--- src/rtl/core/assert_macros.svh ---
// assertion helpers, sampled on clk_i and disabled while rst_ni is low
`ifndef ASSERT_MACROS_SVH
`define ASSERT_MACROS_SVH

`define ASSERT_CLK(lbl, prop, msg) \
  lbl: assert property (@(posedge clk_i) disable iff (!rst_ni) (prop)) else $error(msg);

`define ASSERT_NEXT(lbl, ante, cons, msg) \
  lbl: assert property (@(posedge clk_i) disable iff (!rst_ni) (ante) |=> (cons)) \
    else $error(msg);

`endif

--- src/rtl/core/rgb2hsv_pkg.sv ---
package rgb2hsv_pkg;

  localparam int unsigned ChanW     = 8;
  localparam int unsigned HueW      = 15;
  localparam int unsigned SatW      = 16;
  localparam int unsigned NumW      = 24;
  localparam int unsigned DivSteps  = 5;
  localparam int unsigned DivStages = 4;
  localparam int unsigned QuoBits   = DivSteps * DivStages;
  localparam int unsigned IdxW      = $clog2(NumW);

  localparam logic [HueW-1:0] HueTurn        = 15'd23040;
  localparam logic [11:0]     HueSixth       = 12'd3840;
  localparam logic [11:0]     SectorsPerTurn = 12'd6;

  typedef enum logic [1:0] {
    SecRed,
    SecGreen,
    SecBlue
  } sector_e;

  typedef struct packed {
    logic [ChanW-1:0]   rem;
    logic [QuoBits-1:0] quo;
    logic [NumW-1:0]    num;
    logic [ChanW-1:0]   den;
  } div_lane_t;

  typedef struct packed {
    div_lane_t sat;
    div_lane_t hue;
  } div_stage_t;

  // one restoring division step, quotient bit b
  function automatic div_lane_t lane_step(input div_lane_t l, input logic [IdxW-1:0] b);
    logic [ChanW:0] t;
    div_lane_t      o;
    o = l;
    t = {l.rem, l.num[b]};
    if (t >= {1'b0, l.den}) begin
      o.rem    = ChanW'(t - {1'b0, l.den});
      o.quo[b] = 1'b1;
    end else begin
      o.rem = t[ChanW-1:0];
    end
    return o;
  endfunction

endpackage

--- src/rtl/core/rgb2hsv_pix_if.sv ---
interface rgb2hsv_pix_if;
  import rgb2hsv_pkg::*;

  logic             valid;
  logic             ready;
  logic [ChanW-1:0] red;
  logic [ChanW-1:0] green;
  logic [ChanW-1:0] blue;

  modport source (output valid, output red, output green, output blue, input ready);
  modport sink   (input valid, input red, input green, input blue, output ready);
endinterface

--- src/rtl/core/rgb2hsv_hsv_if.sv ---
interface rgb2hsv_hsv_if;
  import rgb2hsv_pkg::*;

  logic             valid;
  logic             ready;
  logic [HueW-1:0]  hue;
  logic [SatW-1:0]  saturation;
  logic [ChanW-1:0] value;

  modport source (output valid, output hue, output saturation, output value, input ready);
  modport sink   (input valid, input hue, input saturation, input value, output ready);
endinterface

--- src/rtl/core/rgb_to_hsv.sv ---
// rgb_to_hsv: 8-bit rgb pixel in, hue / saturation / value out
// pipeline: min/max, hue setup, four stages of a 20-step restoring divider at
// 5 steps each, output register
// throughput: one item per cycle; each stage holds only while its successor is full
// reset: rst_ni asynchronous active low clears all valid bits; data registers are not reset
`include "assert_macros.svh"

module rgb_to_hsv import rgb2hsv_pkg::*; (
  input  logic                 clk_i,
  input  logic                 rst_ni,
  rgb2hsv_pix_if.sink          pix_i,
  rgb2hsv_hsv_if.source        hsv_o
);

  localparam int unsigned NumStages = DivStages + 3;

  logic [NumStages-1:0] v_q;
  logic [NumStages-1:0] en;

  // stage enables: a stage loads when it is empty or its successor moves on
  always_comb begin
    en[NumStages-1] = ~v_q[NumStages-1] | hsv_o.ready;
    for (int k = NumStages - 2; k >= 0; k--) begin
      en[k] = ~v_q[k] | en[k+1];
    end
  end

  assign pix_i.ready = en[0];

  always_ff @(posedge clk_i or negedge rst_ni) begin
    if (!rst_ni) begin
      v_q <= '0;
    end else begin
      if (en[0]) begin
        v_q[0] <= pix_i.valid;
      end
      for (int k = 1; k < NumStages; k++) begin
        if (en[k]) begin
          v_q[k] <= v_q[k-1];
        end
      end
    end
  end

  // stage 1: max, min, sector
  logic [ChanW-1:0]       hi_d, lo_d;
  sector_e                sec_d;
  logic signed [ChanW:0]  num_d;
  logic [ChanW-1:0]       s1_hi_q, s1_delta_q;
  sector_e                s1_sec_q;
  logic signed [ChanW:0]  s1_num_q;

  always_comb begin
    hi_d = pix_i.red;
    lo_d = pix_i.red;
    if (pix_i.green > hi_d) hi_d = pix_i.green;
    if (pix_i.blue > hi_d)  hi_d = pix_i.blue;
    if (pix_i.green < lo_d) lo_d = pix_i.green;
    if (pix_i.blue < lo_d)  lo_d = pix_i.blue;
    if (pix_i.red >= hi_d) begin
      sec_d = SecRed;
      num_d = $signed({1'b0, pix_i.green}) - $signed({1'b0, pix_i.blue});
    end else if (pix_i.green >= hi_d) begin
      sec_d = SecGreen;
      num_d = $signed({1'b0, pix_i.blue}) - $signed({1'b0, pix_i.red});
    end else begin
      sec_d = SecBlue;
      num_d = $signed({1'b0, pix_i.red}) - $signed({1'b0, pix_i.green});
    end
  end

  always_ff @(posedge clk_i) begin
    if (en[0]) begin
      s1_hi_q    <= hi_d;
      s1_delta_q <= hi_d - lo_d;
      s1_sec_q   <= sec_d;
      s1_num_q   <= num_d;
    end
  end

  // stage 2: dividends for both quotients, then divider stages
  logic signed [11:0] t_d;
  logic [10:0]        tt_d;
  logic [22:0]        un_d;
  div_stage_t         dv_d [DivStages+1];
  div_stage_t         dv_q [DivStages+1];
  div_stage_t         cur;

  always_comb begin
    case (s1_sec_q)
      SecRed:   t_d = 12'(s1_num_q);
      SecGreen: t_d = $signed({3'b000, s1_delta_q, 1'b0}) + 12'(s1_num_q);
      SecBlue:  t_d = $signed({2'b00, s1_delta_q, 2'b00}) + 12'(s1_num_q);
      default:  t_d = 12'(s1_num_q);
    endcase
    // negative red-sector hue wraps by a full turn
    if (t_d < 0) begin
      tt_d = 11'($unsigned(t_d) + 12'(s1_delta_q) * SectorsPerTurn);
    end else begin
      tt_d = 11'($unsigned(t_d));
    end
    un_d = 23'(tt_d) * 23'(HueSixth);

    dv_d[0].sat.num = {s1_delta_q, 16'h0000} + NumW'(s1_hi_q[ChanW-1:1]);
    dv_d[0].sat.den = s1_hi_q;
    dv_d[0].sat.quo = '0;
    dv_d[0].sat.rem = ChanW'(dv_d[0].sat.num[NumW-1:QuoBits]);
    dv_d[0].hue.num = NumW'(un_d) + NumW'(s1_delta_q[ChanW-1:1]);
    dv_d[0].hue.den = s1_delta_q;
    dv_d[0].hue.quo = '0;
    dv_d[0].hue.rem = ChanW'(dv_d[0].hue.num[NumW-1:QuoBits]);

    for (int j = 1; j <= DivStages; j++) begin
      cur = dv_q[j-1];
      for (int s = 0; s < DivSteps; s++) begin
        cur.sat = lane_step(cur.sat, IdxW'(QuoBits - 1 - ((j - 1) * DivSteps + s)));
        cur.hue = lane_step(cur.hue, IdxW'(QuoBits - 1 - ((j - 1) * DivSteps + s)));
      end
      dv_d[j] = cur;
    end
  end

  always_ff @(posedge clk_i) begin
    for (int j = 0; j <= DivStages; j++) begin
      if (en[j+1]) begin
        dv_q[j] <= dv_d[j];
      end
    end
  end

  // output stage: clamp, wrap, gray override
  logic                gray;
  logic [QuoBits-1:0]  qs, qh;
  logic [HueW-1:0]     hue_d, hue_q;
  logic [SatW-1:0]     sat_d, sat_q;
  logic [ChanW-1:0]    val_q;

  always_comb begin
    qs   = dv_q[DivStages].sat.quo;
    qh   = dv_q[DivStages].hue.quo;
    gray = (dv_q[DivStages].hue.den == '0);
    if (gray) begin
      sat_d = '0;
      hue_d = '0;
    end else begin
      sat_d = (|qs[QuoBits-1:SatW]) ? '1 : qs[SatW-1:0];
      if (qh >= QuoBits'(HueTurn)) begin
        hue_d = HueW'(qh - QuoBits'(HueTurn));
      end else begin
        hue_d = HueW'(qh);
      end
    end
  end

  always_ff @(posedge clk_i) begin
    if (en[NumStages-1]) begin
      hue_q <= hue_d;
      sat_q <= sat_d;
      val_q <= dv_q[DivStages].sat.den;
    end
  end

  assign hsv_o.valid      = v_q[NumStages-1];
  assign hsv_o.hue        = hue_q;
  assign hsv_o.saturation = sat_q;
  assign hsv_o.value      = val_q;

  `ASSERT_CLK(a_hue_range, hsv_o.valid |-> (hsv_o.hue < HueTurn), "hue beyond a full turn")
  `ASSERT_CLK(a_gray_hue, (hsv_o.valid && (hsv_o.saturation == '0)) |-> (hsv_o.hue == '0),
              "zero saturation with nonzero hue")
  `ASSERT_CLK(a_div_rem, (v_q[NumStages-2] && (dv_q[DivStages].hue.den != '0)) |->
              ((dv_q[DivStages].hue.rem < dv_q[DivStages].hue.den) &&
               (dv_q[DivStages].sat.rem < dv_q[DivStages].sat.den)),
              "divider remainder not below divisor")
  `ASSERT_NEXT(a_take, pix_i.valid && pix_i.ready, v_q[0], "accepted item not captured")

endmodule

--- src/flat_wrapper.sv ---
// flat-port wrapper written by rule: the top's interface ports become plain ports
module rgb_to_hsv_flat import rgb2hsv_pkg::*;
  (clk_i, rst_ni, pix_i_valid, pix_i_red, pix_i_green, pix_i_blue, pix_i_ready, hsv_o_valid, hsv_o_hue, hsv_o_saturation, hsv_o_value, hsv_o_ready);
  rgb2hsv_pix_if pix_i_i ();
  rgb2hsv_hsv_if hsv_o_i ();
  input  logic clk_i;
  input  logic rst_ni;
  input wire logic [$bits(pix_i_i.valid)-1:0] pix_i_valid;
  input wire logic [$bits(pix_i_i.red)-1:0] pix_i_red;
  input wire logic [$bits(pix_i_i.green)-1:0] pix_i_green;
  input wire logic [$bits(pix_i_i.blue)-1:0] pix_i_blue;
  output wire logic [$bits(pix_i_i.ready)-1:0] pix_i_ready;
  output wire logic [$bits(hsv_o_i.valid)-1:0] hsv_o_valid;
  output wire logic [$bits(hsv_o_i.hue)-1:0] hsv_o_hue;
  output wire logic [$bits(hsv_o_i.saturation)-1:0] hsv_o_saturation;
  output wire logic [$bits(hsv_o_i.value)-1:0] hsv_o_value;
  input wire logic [$bits(hsv_o_i.ready)-1:0] hsv_o_ready;
  assign pix_i_i.valid = pix_i_valid;
  assign pix_i_i.red = pix_i_red;
  assign pix_i_i.green = pix_i_green;
  assign pix_i_i.blue = pix_i_blue;
  assign pix_i_ready = pix_i_i.ready;
  assign hsv_o_valid = hsv_o_i.valid;
  assign hsv_o_hue = hsv_o_i.hue;
  assign hsv_o_saturation = hsv_o_i.saturation;
  assign hsv_o_value = hsv_o_i.value;
  assign hsv_o_i.ready = hsv_o_ready;
  rgb_to_hsv u_core (.clk_i(clk_i), .rst_ni(rst_ni), .pix_i(pix_i_i), .hsv_o(hsv_o_i));
endmodule
--- config.mk ---
export PLATFORM = sky130hd
export DESIGN_NAME = rgb_to_hsv_flat
export DESIGN_NICKNAME = d
export VERILOG_FILES = /design/src/rtl/core/rgb2hsv_pkg.sv /design/src/rtl/core/rgb2hsv_pix_if.sv /design/src/rtl/core/rgb2hsv_hsv_if.sv /design/src/rtl/core/rgb_to_hsv.sv /design/src/flat_wrapper.sv
export VERILOG_INCLUDE_DIRS = /design/src /design/src/rtl/core
export SDC_FILE = /design/constraint.sdc
export NUM_CORES = 1
export LEC_CHECK = 0
export BUFFER_PORTS_ARGS = -buffer_cell sky130_fd_sc_hd__buf_2
export CORE_MARGIN = 5
export CORE_UTILIZATION = 27
export CTS_BUF_LIST = sky130_fd_sc_hd__clkbuf_2
export DETAILED_ROUTE_END_ITERATION = 10
export SYNTH_ARGS = -nofsm -noshare
export SYNTH_HDL_FRONTEND = slang
export SYNTH_SLANG_ARGS = --single-unit
--- constraint.sdc ---
create_clock -name clk_i -period 10.1 [get_ports clk_i]
set_input_delay 1.515 -clock clk_i [delete_from_list [all_inputs] [get_ports clk_i]]
set_output_delay 1.515 -clock clk_i [all_outputs]
set_load 0.02 [all_outputs]
== Word level (Yosys, flattened, before mapping) ==
Memory sizes are Yosys's and may differ from the RTL's.
Index checks and enable logic that the tools add are counted.
Widths: inputs -> output; s select.

* $add $sub $neg: 50
* Multipliers: 2
* Magnitude comparators: 48
* Equality and inequality tests: 2
* Multiplexer cells: 101
* Bitwise operators: 14
* Reduce and logical (&&, ||, !) cells: 2

{| class="wikitable"
|+ Operator list
! operator !! number
|-
| $ge 9x8->1 || 40
|-
| $mux 8 || 44
|-
| $sub 8x8->8 || 41
|-
| $mux 1 || 50
|-
| $sub 8x8->9 || 3
|-
| $add 23x7->24 || 1
|-
| $add 24x7->24 || 1
|-
| $pmux 12 s2 || 1
|-
| $ge 20x15->1 const B || 1
|-
| $mux 9 || 2
|-
| $ge 8x8->1 || 2
|-
| $gt 8x8->1 || 2
|-
| $lt 8x8->1 || 2
|-
| $mux 16 || 1
|-
| $mul 11x4->15 const B || 1
|-
| $mux 15 || 1
|-
| $sub 15x15->15 const B || 1
|-
| $add 11x9->12 || 1
|-
| $lt 12x1->1 const B || 1
|-
| $add 10x9->11 || 1
|-
| $add 11x11->11 || 1
|-
| $mux 11 || 1
|-
| $mul 8x2->10 const B || 1
|-
| $logic_not 8->1 || 1
|-
| other kinds (6) || 18
|}

* Register bits: 73
* Bits in writable memories: 600
* Input port bits: 28
* Output and inout port bits: 41
* Word-level logic and storage cells: 234
* Memories kept: 1

{| class="wikitable"
|+ Memories
! memory !! depth !! width !! read ports !! clocked after memory_dff !! wr ports !! RTL line !! RTL
|-
| u_core.dv_q || 5 || 120 || 5 || 0 || 5 || rgb_to_hsv.sv:86 || <nowiki>div_stage_t dv_q [DivStages+1];</nowiki>
|}

== Logic depth before layout (Yosys ltp) ==
Gate-level depths: netlist (run 1).
An unclocked memory read counts as a cell.

* Depth after elaboration: 11
* Mapped depth: 52
* Gate-level depth less buffers: 49

== Least setup slack after synthesis (run 1) ==
OpenSTA, ideal clock, no wires.

* Kind: reg-to-reg
* From: memory u_core.dv_q[0][85] (netlist name)
* To: memory u_core.dv_q[0][179] (netlist name) (data pin)
* Library setup time: 0.261 ns
* Data arrival time: 10.724 ns
* Data required time: 9.839 ns
* Path slack: -0.885 ns
* Cell stages (with the launch flop): 51
* Buffers on the path: 4
* Period minus slack after synthesis: 10.985 ns
* Cell sequence: edfxtp_1 -> inv_1 -> ha_1 -> nor2b_1 -> o31ai_1 -> nand2_1 -> o21ai_1 -> nor2_1 -> a21oi_1 -> inv_1 -> ha_1 -> nor2b_1 -> o31a_1 -> o31a_1 -> o311a_1 -> nand2b_1 -> clkbuf_1 -> o21ai_0 -> [15 not listed] -> a21oi_1 -> a211oi_1 -> a21oi_1 -> o21a_1 -> a2111o_1 -> buf_2 -> buf_2 -> a21oi_1 -> ha_1 -> nor2b_1 -> o21ai_0 -> a21oi_1 -> o31ai_1 -> o21ai_0 -> a21o_1 -> nor2_1 -> mux2i_4 -> a221o_1

{| class="wikitable"
|+ RTL lines
! what !! RTL line
|-
| start: declaration || rgb_to_hsv.sv:86
|}

==> reports/summary.txt, run 1 <==
Outcome: finished clean
Die Y: 352 µm
Cell Area, Synth: 0.0315 mm²
GR Util All Layers: 12.5%
Post-DP HPWL: 63.7 mm
Fin. max-slew vios: 0
Clock-pin slew on the worst setup and hold paths: 0.10 ns
Router iterations before antenna repair: 5
CORE AREA: 0.116 mm²
Hold-fix buffer count after cts: 0
Iteration-0 DRC Markers: 1309
# IOs: 69
Top Metal Used: met5
CTS tree: done
Seq/Total Area, Yosys: 30.8%
Endpoints failing setup: 0
Max-Cap Viols: 0
Root buffer cell: clkbuf_2
Worst EP arrival: 10.58 ns
Unrepaired setup endpoints after global routing: true
Period minus WS final: 9.77 ns
Relative max-transition margin: 30.5%
Synth Register Bits: 325
Post-route antenna net violation count: 0
Area leader, netlist: edfxtp_1
HP Class: input pin to asynchronous set/reset pin
IO Port Bufs: 68
Crit-path slowest cell: edfxtp_1
GRT overflow: 0
Clk Latency, worst-skew pair: 1.08 ns
DRC Markers: 0
Ys async rst share: 2.15%
Met3 Wirelength: 3.16 mm
WL met2: 37.5 mm
Most Frequent Cell on Critical Path: a21oi_2
CP Capture Type: flip-flop
Bufs on Longest Clock Path: 3
Post-synth EDFFs: 318
Placer Congestion: 0.876
Initial antenna violation count: 4
Gate count after technology mapping: 3229
Vias per inst: 4.86
CP max FO: 7
Vias in the first global route: 25200
Initial Utilization: 27.2%
Distinct cells, synth: 105
# clock sinks: 325
Global-route wire length before repair: 127 mm
Tightest Pin Transition: 1.03 ns
Most frequently used flop master after synthesis: edfxtp_1
Proportion of layout cells with a drive suffix above 1: 23.0%
CP Class: flip-flop to flip-flop
Syn_area_per_cell: 9.77 µm²
Wire length per cell: 15.1 µm
Area share of the largest cell type after synthesis: 30.3%
Worst path max stage delay: 0.45 ns
Largest net degree at the start of global routing: 65
DIE WIDTH: 352 µm
Area contributors post-synth: edfxtp_1 30%, ha_1 17%, xnor2_1 4.2%
WP data required: 10.91 ns
Metal1 wirelength: 38.0 mm
Rows: 125
Full die area: 0.124 mm²
Final wirelength: 80.1 mm
Number of synthesis warnings: 0
Syn Nets: 3739
CTS H-tree lvls: 3
TritonCTS Buffers: 84
Final period util: 96.8%
Fmax: 102 MHz
Hold Worst Slack: 0.279 ns
Fin nets: 4202
Via count: 25700
R2r worst-path depth: 40
Final Hold Fails: 0
Area grow syn2layout: 20.0%
Skew final: 0.107 ns
CP startpoint kind: flip-flop
## what timing repair did
| item | 4_1_cts | 5_1_grt |
|---|---|---|
| pin swaps | 2 | 45 |
| buffers inserted | 0 | 41 |
| setup endpoints to repair | 18 | 56 |
| cloned | 0 | 2 |
| resized for setup | 8 | 159 |
## layer usage
| layer | vias to the layer above | GRT usage [%] |
|---|---|---|
| li1 | 12900 | - |
| met1 | 12200 | 17.0 |
| met2 | 479 | 21.1 |
| met3 | 103 | 1.84 |
| met4 | 2 | 2.70 |
| met5 | - | 0 |
## critical path: cells and delay by family (launching register included)
family / cells / cell delay, ns
mux: 6 / 1.71
simple gates: 5 / 1.10
compound gates: 18 / 4.11
fa+ha+maj: 5 / 1.36
flops: 1 / 0.45
buf+inv: 6 / 0.79
## stage by stage
stage / util [%] / worst slack, ns / cells / area, µm² / TNS, ns
2_1_floorplan: - / 0.00668 / 3229 / 31700 / 0
3_3_place_gp: 31.0 / -0.160 / 5087 / 36000 / -0.756
3_5_place_dp: 31.0 / -0.233 / 5087 / 36000 / -1.23
4_1_cts: 31.8 / -0.0328 / 5238 / 36900 / -0.0328
5_1_grt: 32.6 / -0.101 / 5284 / 37900 / -1.11
6_report: 32.6 / 0.328 / 5286 / 37900 / 0
## sequential cells by signal, summed over array words and instances (netlist names)
signal                   cells
u_core.dv_q                252
u_core.hsv_o.hue            15
u_core.hsv_o.saturation     16
u_core.hsv_o.value           8
u_core.s1_delta_q            8
u_core.s1_hi_q               8
u_core.s1_num_q              9
u_core.s1_sec_q              2
u_core.v_q                   7
## Yosys cell counts, drive strengths merged, types with 8 or more instances
| library cell | instances |
|---|---|
| o31ai | 22 |
| buf | 14 |
| o41ai | 8 |
| mux2 | 143 |
| nand2 | 148 |
| or4 | 11 |
| mux2i | 73 |
| nor3 | 69 |
| o211a | 8 |
| and3 | 22 |
| inv | 306 |
| a21o | 79 |
| a21oi | 200 |
| nand4 | 33 |
| o31a | 24 |
| nor2b | 77 |
| a221oi | 13 |
| and4 | 8 |
| nor4 | 10 |
| o211ai | 22 |
| xor2 | 67 |
| nand2b | 44 |
| or2 | 23 |
| fa | 59 |
| edfxtp | 318 |
| o21bai | 34 |
| nand3 | 49 |
| nor2 | 253 |
| xnor2 | 152 |
| ha | 423 |
| clkbuf | 26 |
| and2 | 24 |
| a31oi | 18 |
| a211oi | 28 |
| a21boi | 26 |
| a41oi | 9 |
| o21a | 68 |
| or3 | 26 |
| o21ai | 165 |
## cell families (layout without fill, tap and decap cells)
kind of cell | after synthesis | count (layout) | synth area share (%)
other cells | 0 | 5 | 0
buf+inv | 347 | 874 | 4.28
mux | 216 | 216 | 7.68
flops | 325 | 325 | 30.8
fa+ha+maj | 482 | 482 | 20.5
simple gates | 823 | 823 | 13.0
compound gates | 817 | 818 | 17.5
xor+xnor | 219 | 219 | 6.08
## cell type report
cell class              count  area (µm²)
diodes                      5        12.5
inverters                 307        1150
fillers                 12000       78200
clock buffers             118         591
repair buffers            416        2980
multi-input cells        2558       21300
well taps                1524        1910
flip-flops and latches    325        9720
clock inverters            33         218
## placed cells by master, fill, tap and decap left out, types with 18 or more instances in the layout
cell | netlist | final
ha_1 | 423 | 406
buf_4 | 2 | 341
edfxtp_1 | 318 | 318
inv_1 | 296 | 287
nor2_1 | 253 | 250
a21oi_1 | 197 | 171
xnor2_1 | 152 | 152
nand2_1 | 148 | 145
o21ai_0 | 154 | 121
clkbuf_2 | 1 | 118
mux2_2 | 117 | 112
a21o_1 | 78 | 78
nor2b_1 | 77 | 76
buf_2 | 8 | 69
o21a_1 | 68 | 67
xor2_1 | 67 | 67
nor3_1 | 66 | 63
mux2i_1 | 71 | 60
fa_1 | 59 | 59
nand3_1 | 49 | 46
nand2b_1 | 43 | 41
o21bai_1 | 34 | 34
nand4_1 | 33 | 33
o21ai_1 | 11 | 30
a21oi_2 | 2 | 27
clkinv_1 | 1 | 25
o31a_1 | 24 | 24
or3_1 | 25 | 24
mux2_4 | 17 | 23
and3_1 | 22 | 22
and2_1 | 23 | 21
a21boi_0 | 25 | 21
o211ai_1 | 21 | 21
a211oi_1 | 26 | 20
inv_2 | 10 | 19
or2_2 | 18 | 18
## worst paths after layout
path | start | to | slack, ns
worst min-delay path | rst_ni | u_core.v_q[6]$_DFFE_PN0P_ | 0.28
worst min register to register | u_core.dv_q[0][347]$_DFFE_PP_ | u_core.dv_q[0][467]$_DFFE_PP_ | 0.38
max in group asynchronous | rst_ni | u_core.v_q[1]$_DFFE_PN0P_ | 9.58
worst max-delay path | u_core.dv_q[0][188]$_DFFE_PP_ | u_core.dv_q[0][357]$_DFFE_PP_ | 0.33
worst max register to register | u_core.dv_q[0][188]$_DFFE_PP_ | u_core.dv_q[0][357]$_DFFE_PP_ | 0.33
min in group clk_i | u_core.dv_q[0][347]$_DFFE_PP_ | u_core.dv_q[0][467]$_DFFE_PP_ | 0.38
Power of run 1 is not shown: default switching activity piles up to over one toggle a cycle in this logic, so the estimate is an artifact.
==> run 2, diff against run 1 <==
--- a/config.mk
+++ b/config.mk
@@ -6,6 +6,7 @@
 export SDC_FILE = /design/constraint.sdc
 export NUM_CORES = 1
 export LEC_CHECK = 0
+export ABC_AREA = 1
 export BUFFER_PORTS_ARGS = -buffer_cell sky130_fd_sc_hd__buf_2
 export CORE_MARGIN = 5
 export CORE_UTILIZATION = 27
==> run 2 against run 1 <==
Largest cell class unchanged; global-route usage down 0.50 points; clock-buffer cell count fell by 1; sequential share of layout area grew 2.2 points; highest routed layer is now met4; synthesized area grew 1.0%; non-clock buffer count decreased by 330; register-to-register slack gained 0.51 ns; sequential cell count is the same; first-iteration DRC count grew 27%; maximum frequency grew 5.5%; via count rose by 2.5%; synthesized cell count increased by 23%; clock skew up 0.021 ns.
==> reports/summary.txt, run 2 <==
Outcome: finished clean
Synth Area in Compound Gates: 12.3%
Area grow syn2layout: 9.54%
Synth Area in Adders: 20.3%
Final wirelength: 76.6 mm
Hold Worst Slack: 0.273 ns
Register area: 0.00972 mm²
DIE WIDTH: 353 µm
Number of synthesis warnings: 0
Iteration-0 DRC Markers: 1664
Via count: 26300
Die Y: 353 µm
Cell Area, Synth: 0.0319 mm²
DRC Markers: 0
Rows: 126
Largest net degree at the start of global routing: 64
Multi-input logic area: 0.0196 mm²
Most frequently used flop master after synthesis: edfxtp_1
IO Port Bufs: 68
Metal1 wirelength: 36.5 mm
Worst EP arrival: 10.07 ns
Max-Cap Viols: 0
Full die area: 0.125 mm²
Most common cell in the netlist: nand2_1
Largest family of logic cells by synthesized area: simple AND/OR/NAND/NOR gates
Post-route antenna net violation count: 0
Skew final: 0.128 ns
Proportion of layout cells with a drive suffix above 1: 10.2%
Unrepaired setup endpoints after global routing: true
Seq/Total Area, Yosys: 30.5%
Layout filler cell count: 12700
CP Capture Type: flip-flop
Met3 Wirelength: 3.12 mm
Gate count after technology mapping: 3980
Synth Register Bits: 325
Final period util: 91.7%
Highest-count cells in the layout ignoring fill and taps: 905 x nand2_1, 586 x inv_1, 423 x ha_1
Most Frequent Cell on Critical Path: nand2_1
Post-synth EDFFs: 318
Tightest Pin Transition: 1.14 ns
Top Metal Used: met4
Vias in the first global route: 25500
# clock sinks: 325
Final Hold Fails: 0
Crit-path slowest cell: edfxtp_1
XOR/XNOR Fraction of Synth Area: 6.38%
HP Class: input pin to asynchronous set/reset pin
Vias per inst: 4.60
Fmax: 108 MHz
Commonest cells in the netlist: 907 x nand2_1, 592 x inv_1, 423 x ha_1
Area share of the largest cell type after synthesis: 30.0%
CP Class: flip-flop to flip-flop
CP startpoint kind: flip-flop
CORE AREA: 0.118 mm²
Simple-Gate Fraction of Synth Area: 22.2%
Reg with most FFs: u_core.dv_q
Area contributors post-synth: edfxtp_1 30%, ha_1 17%, nand2_1 11%
Post-DP HPWL: 60.6 mm
GRT overflow: 0
Global-route wire length before repair: 126 mm
# IOs: 69
Bufs on Longest Clock Path: 3
Commonest non-fill, non-tap cell in the layout: nand2_1
WP data required: 10.91 ns
CP max FO: 14
GR Util All Layers: 12.0%
Relative max-transition margin: 24.3%
WL met2: 35.5 mm
Router iterations before antenna repair: 7
Distinct cells, synth: 65
Syn_area_per_cell: 8.00 µm²
Root buffer cell: clkbuf_2
Final core utilization: 29.7%
Mux contribution to synthesized area: 0.0354%
Clk Latency, worst-skew pair: 1.11 ns
Wire length per cell: 13.4 µm
Area leader, netlist: edfxtp_1
Fin nets: 4629
Endpoints failing setup: 0
CTS tree: done
Period minus WS final: 9.26 ns
Syn Nets: 4490
Fin. max-slew vios: 0
Initial Utilization: 27.1%
TritonCTS Buffers: 88
Placer Congestion: 0.878
Initial antenna violation count: 3
Worst path max stage delay: 0.50 ns
Max FFs per register: 252
CTS H-tree lvls: 3
Ys async rst share: 2.15%
Clock-pin slew on the worst setup and hold paths: 0.11 ns
-- run 2: changes by cell type in the layout (fill, tap and decap cells not counted), moves of 78 or more --
cell	change
nand2_1	+760
buf_4	-323
inv_1	+299
a21oi_1	+147
nand3_1	+131
mux2_2	-111
xor2_1	+91
xnor2_1	-78
-- run 2: final cells by class --
cell class	instances	area share, %
Multi-Input combinational cell	2991	56.0
Sequential cell	325	27.9
Inverter	627	6.77
Tap cell	1536	5.51
Clock buffer	117	1.68
Timing Repair Buffer	86	1.36
Clock inverter	38	0.728
Antenna cell	6	0.0430
-- run 2: worst max-delay path: cells and delay by family (launching register included) --
family	cells	cell delay, ns
AND/OR/NAND/NOR	23	2.60
AO/OA/AOI/OAI	20	3.86
buffers and inverters	2	0.40
adder cells (fa/ha/maj)	5	1.67
flip-flops	1	0.50
-- run 2: per-layer routing --
metal  global-route usage [%]  vias to the layer above
li1                         -                    13700
met1                     15.9                    12000
met2                     20.4                      499
met5                        0                        -
met3                     2.01                      110
met4                     2.81                        0
-- run 2: kinds of logic (layout without fill, tap and decap cells) --
| logic type | count (synthesis) | after routing |
|---|---|---|
| AOI/OAI and AO/OA | 696 | 696 |
| and+or+nand+nor | 1580 | 1580 |
| other | 0 | 6 |
| buffers and inverters | 664 | 868 |
| adders and majority gates | 482 | 482 |
| muxes | 1 | 1 |
| DFF | 325 | 325 |
| xor gates and xnor gates | 232 | 232 |
-- run 2: path summary, 6_finish.rpt --
path	from	endpoint	slack, ns	cells past startpoint
hold / removal	rst_ni	u_core.v_q[3]$_DFFE_PN0P_	0.27	1
min in group clk_i	u_core.dv_q[0][468]$_DFFE_PP_	u_core.dv_q[0][588]$_DFFE_PP_	0.37	0
max in group asynchronous	rst_ni	u_core.v_q[6]$_DFFE_PN0P_	9.60	1
setup reg to reg	u_core.dv_q[0][86]$_DFFE_PP_	u_core.dv_q[0][175]$_DFFE_PP_	0.84	50
setup / recovery	u_core.dv_q[0][86]$_DFFE_PP_	u_core.dv_q[0][175]$_DFFE_PP_	0.84	50
hold reg to reg	u_core.dv_q[0][468]$_DFFE_PP_	u_core.dv_q[0][588]$_DFFE_PP_	0.37	0
-- run 2: metrics by stage --
step	cell area (µm²)	TNS [ns]	cells	worst slack (ns)
CTS	34800	0	5713	0.456
finish	34900	0	5726	0.839
detailed placement	33900	0	5558	0.418
floorplan	31900	0	3980	0.352
global placement	33900	0	5558	0.543
global route	34900	-0.0114	5724	-0.0114
-- run 2: repair_timing --
item                                    4_1_cts  5_1_grt
gates resized for setup                       0       18
endpoints found under the setup margin        0       42
hold buffers                                  0        0
setup buffers                                 0        7
Power of run 2 is left out for the same reason.
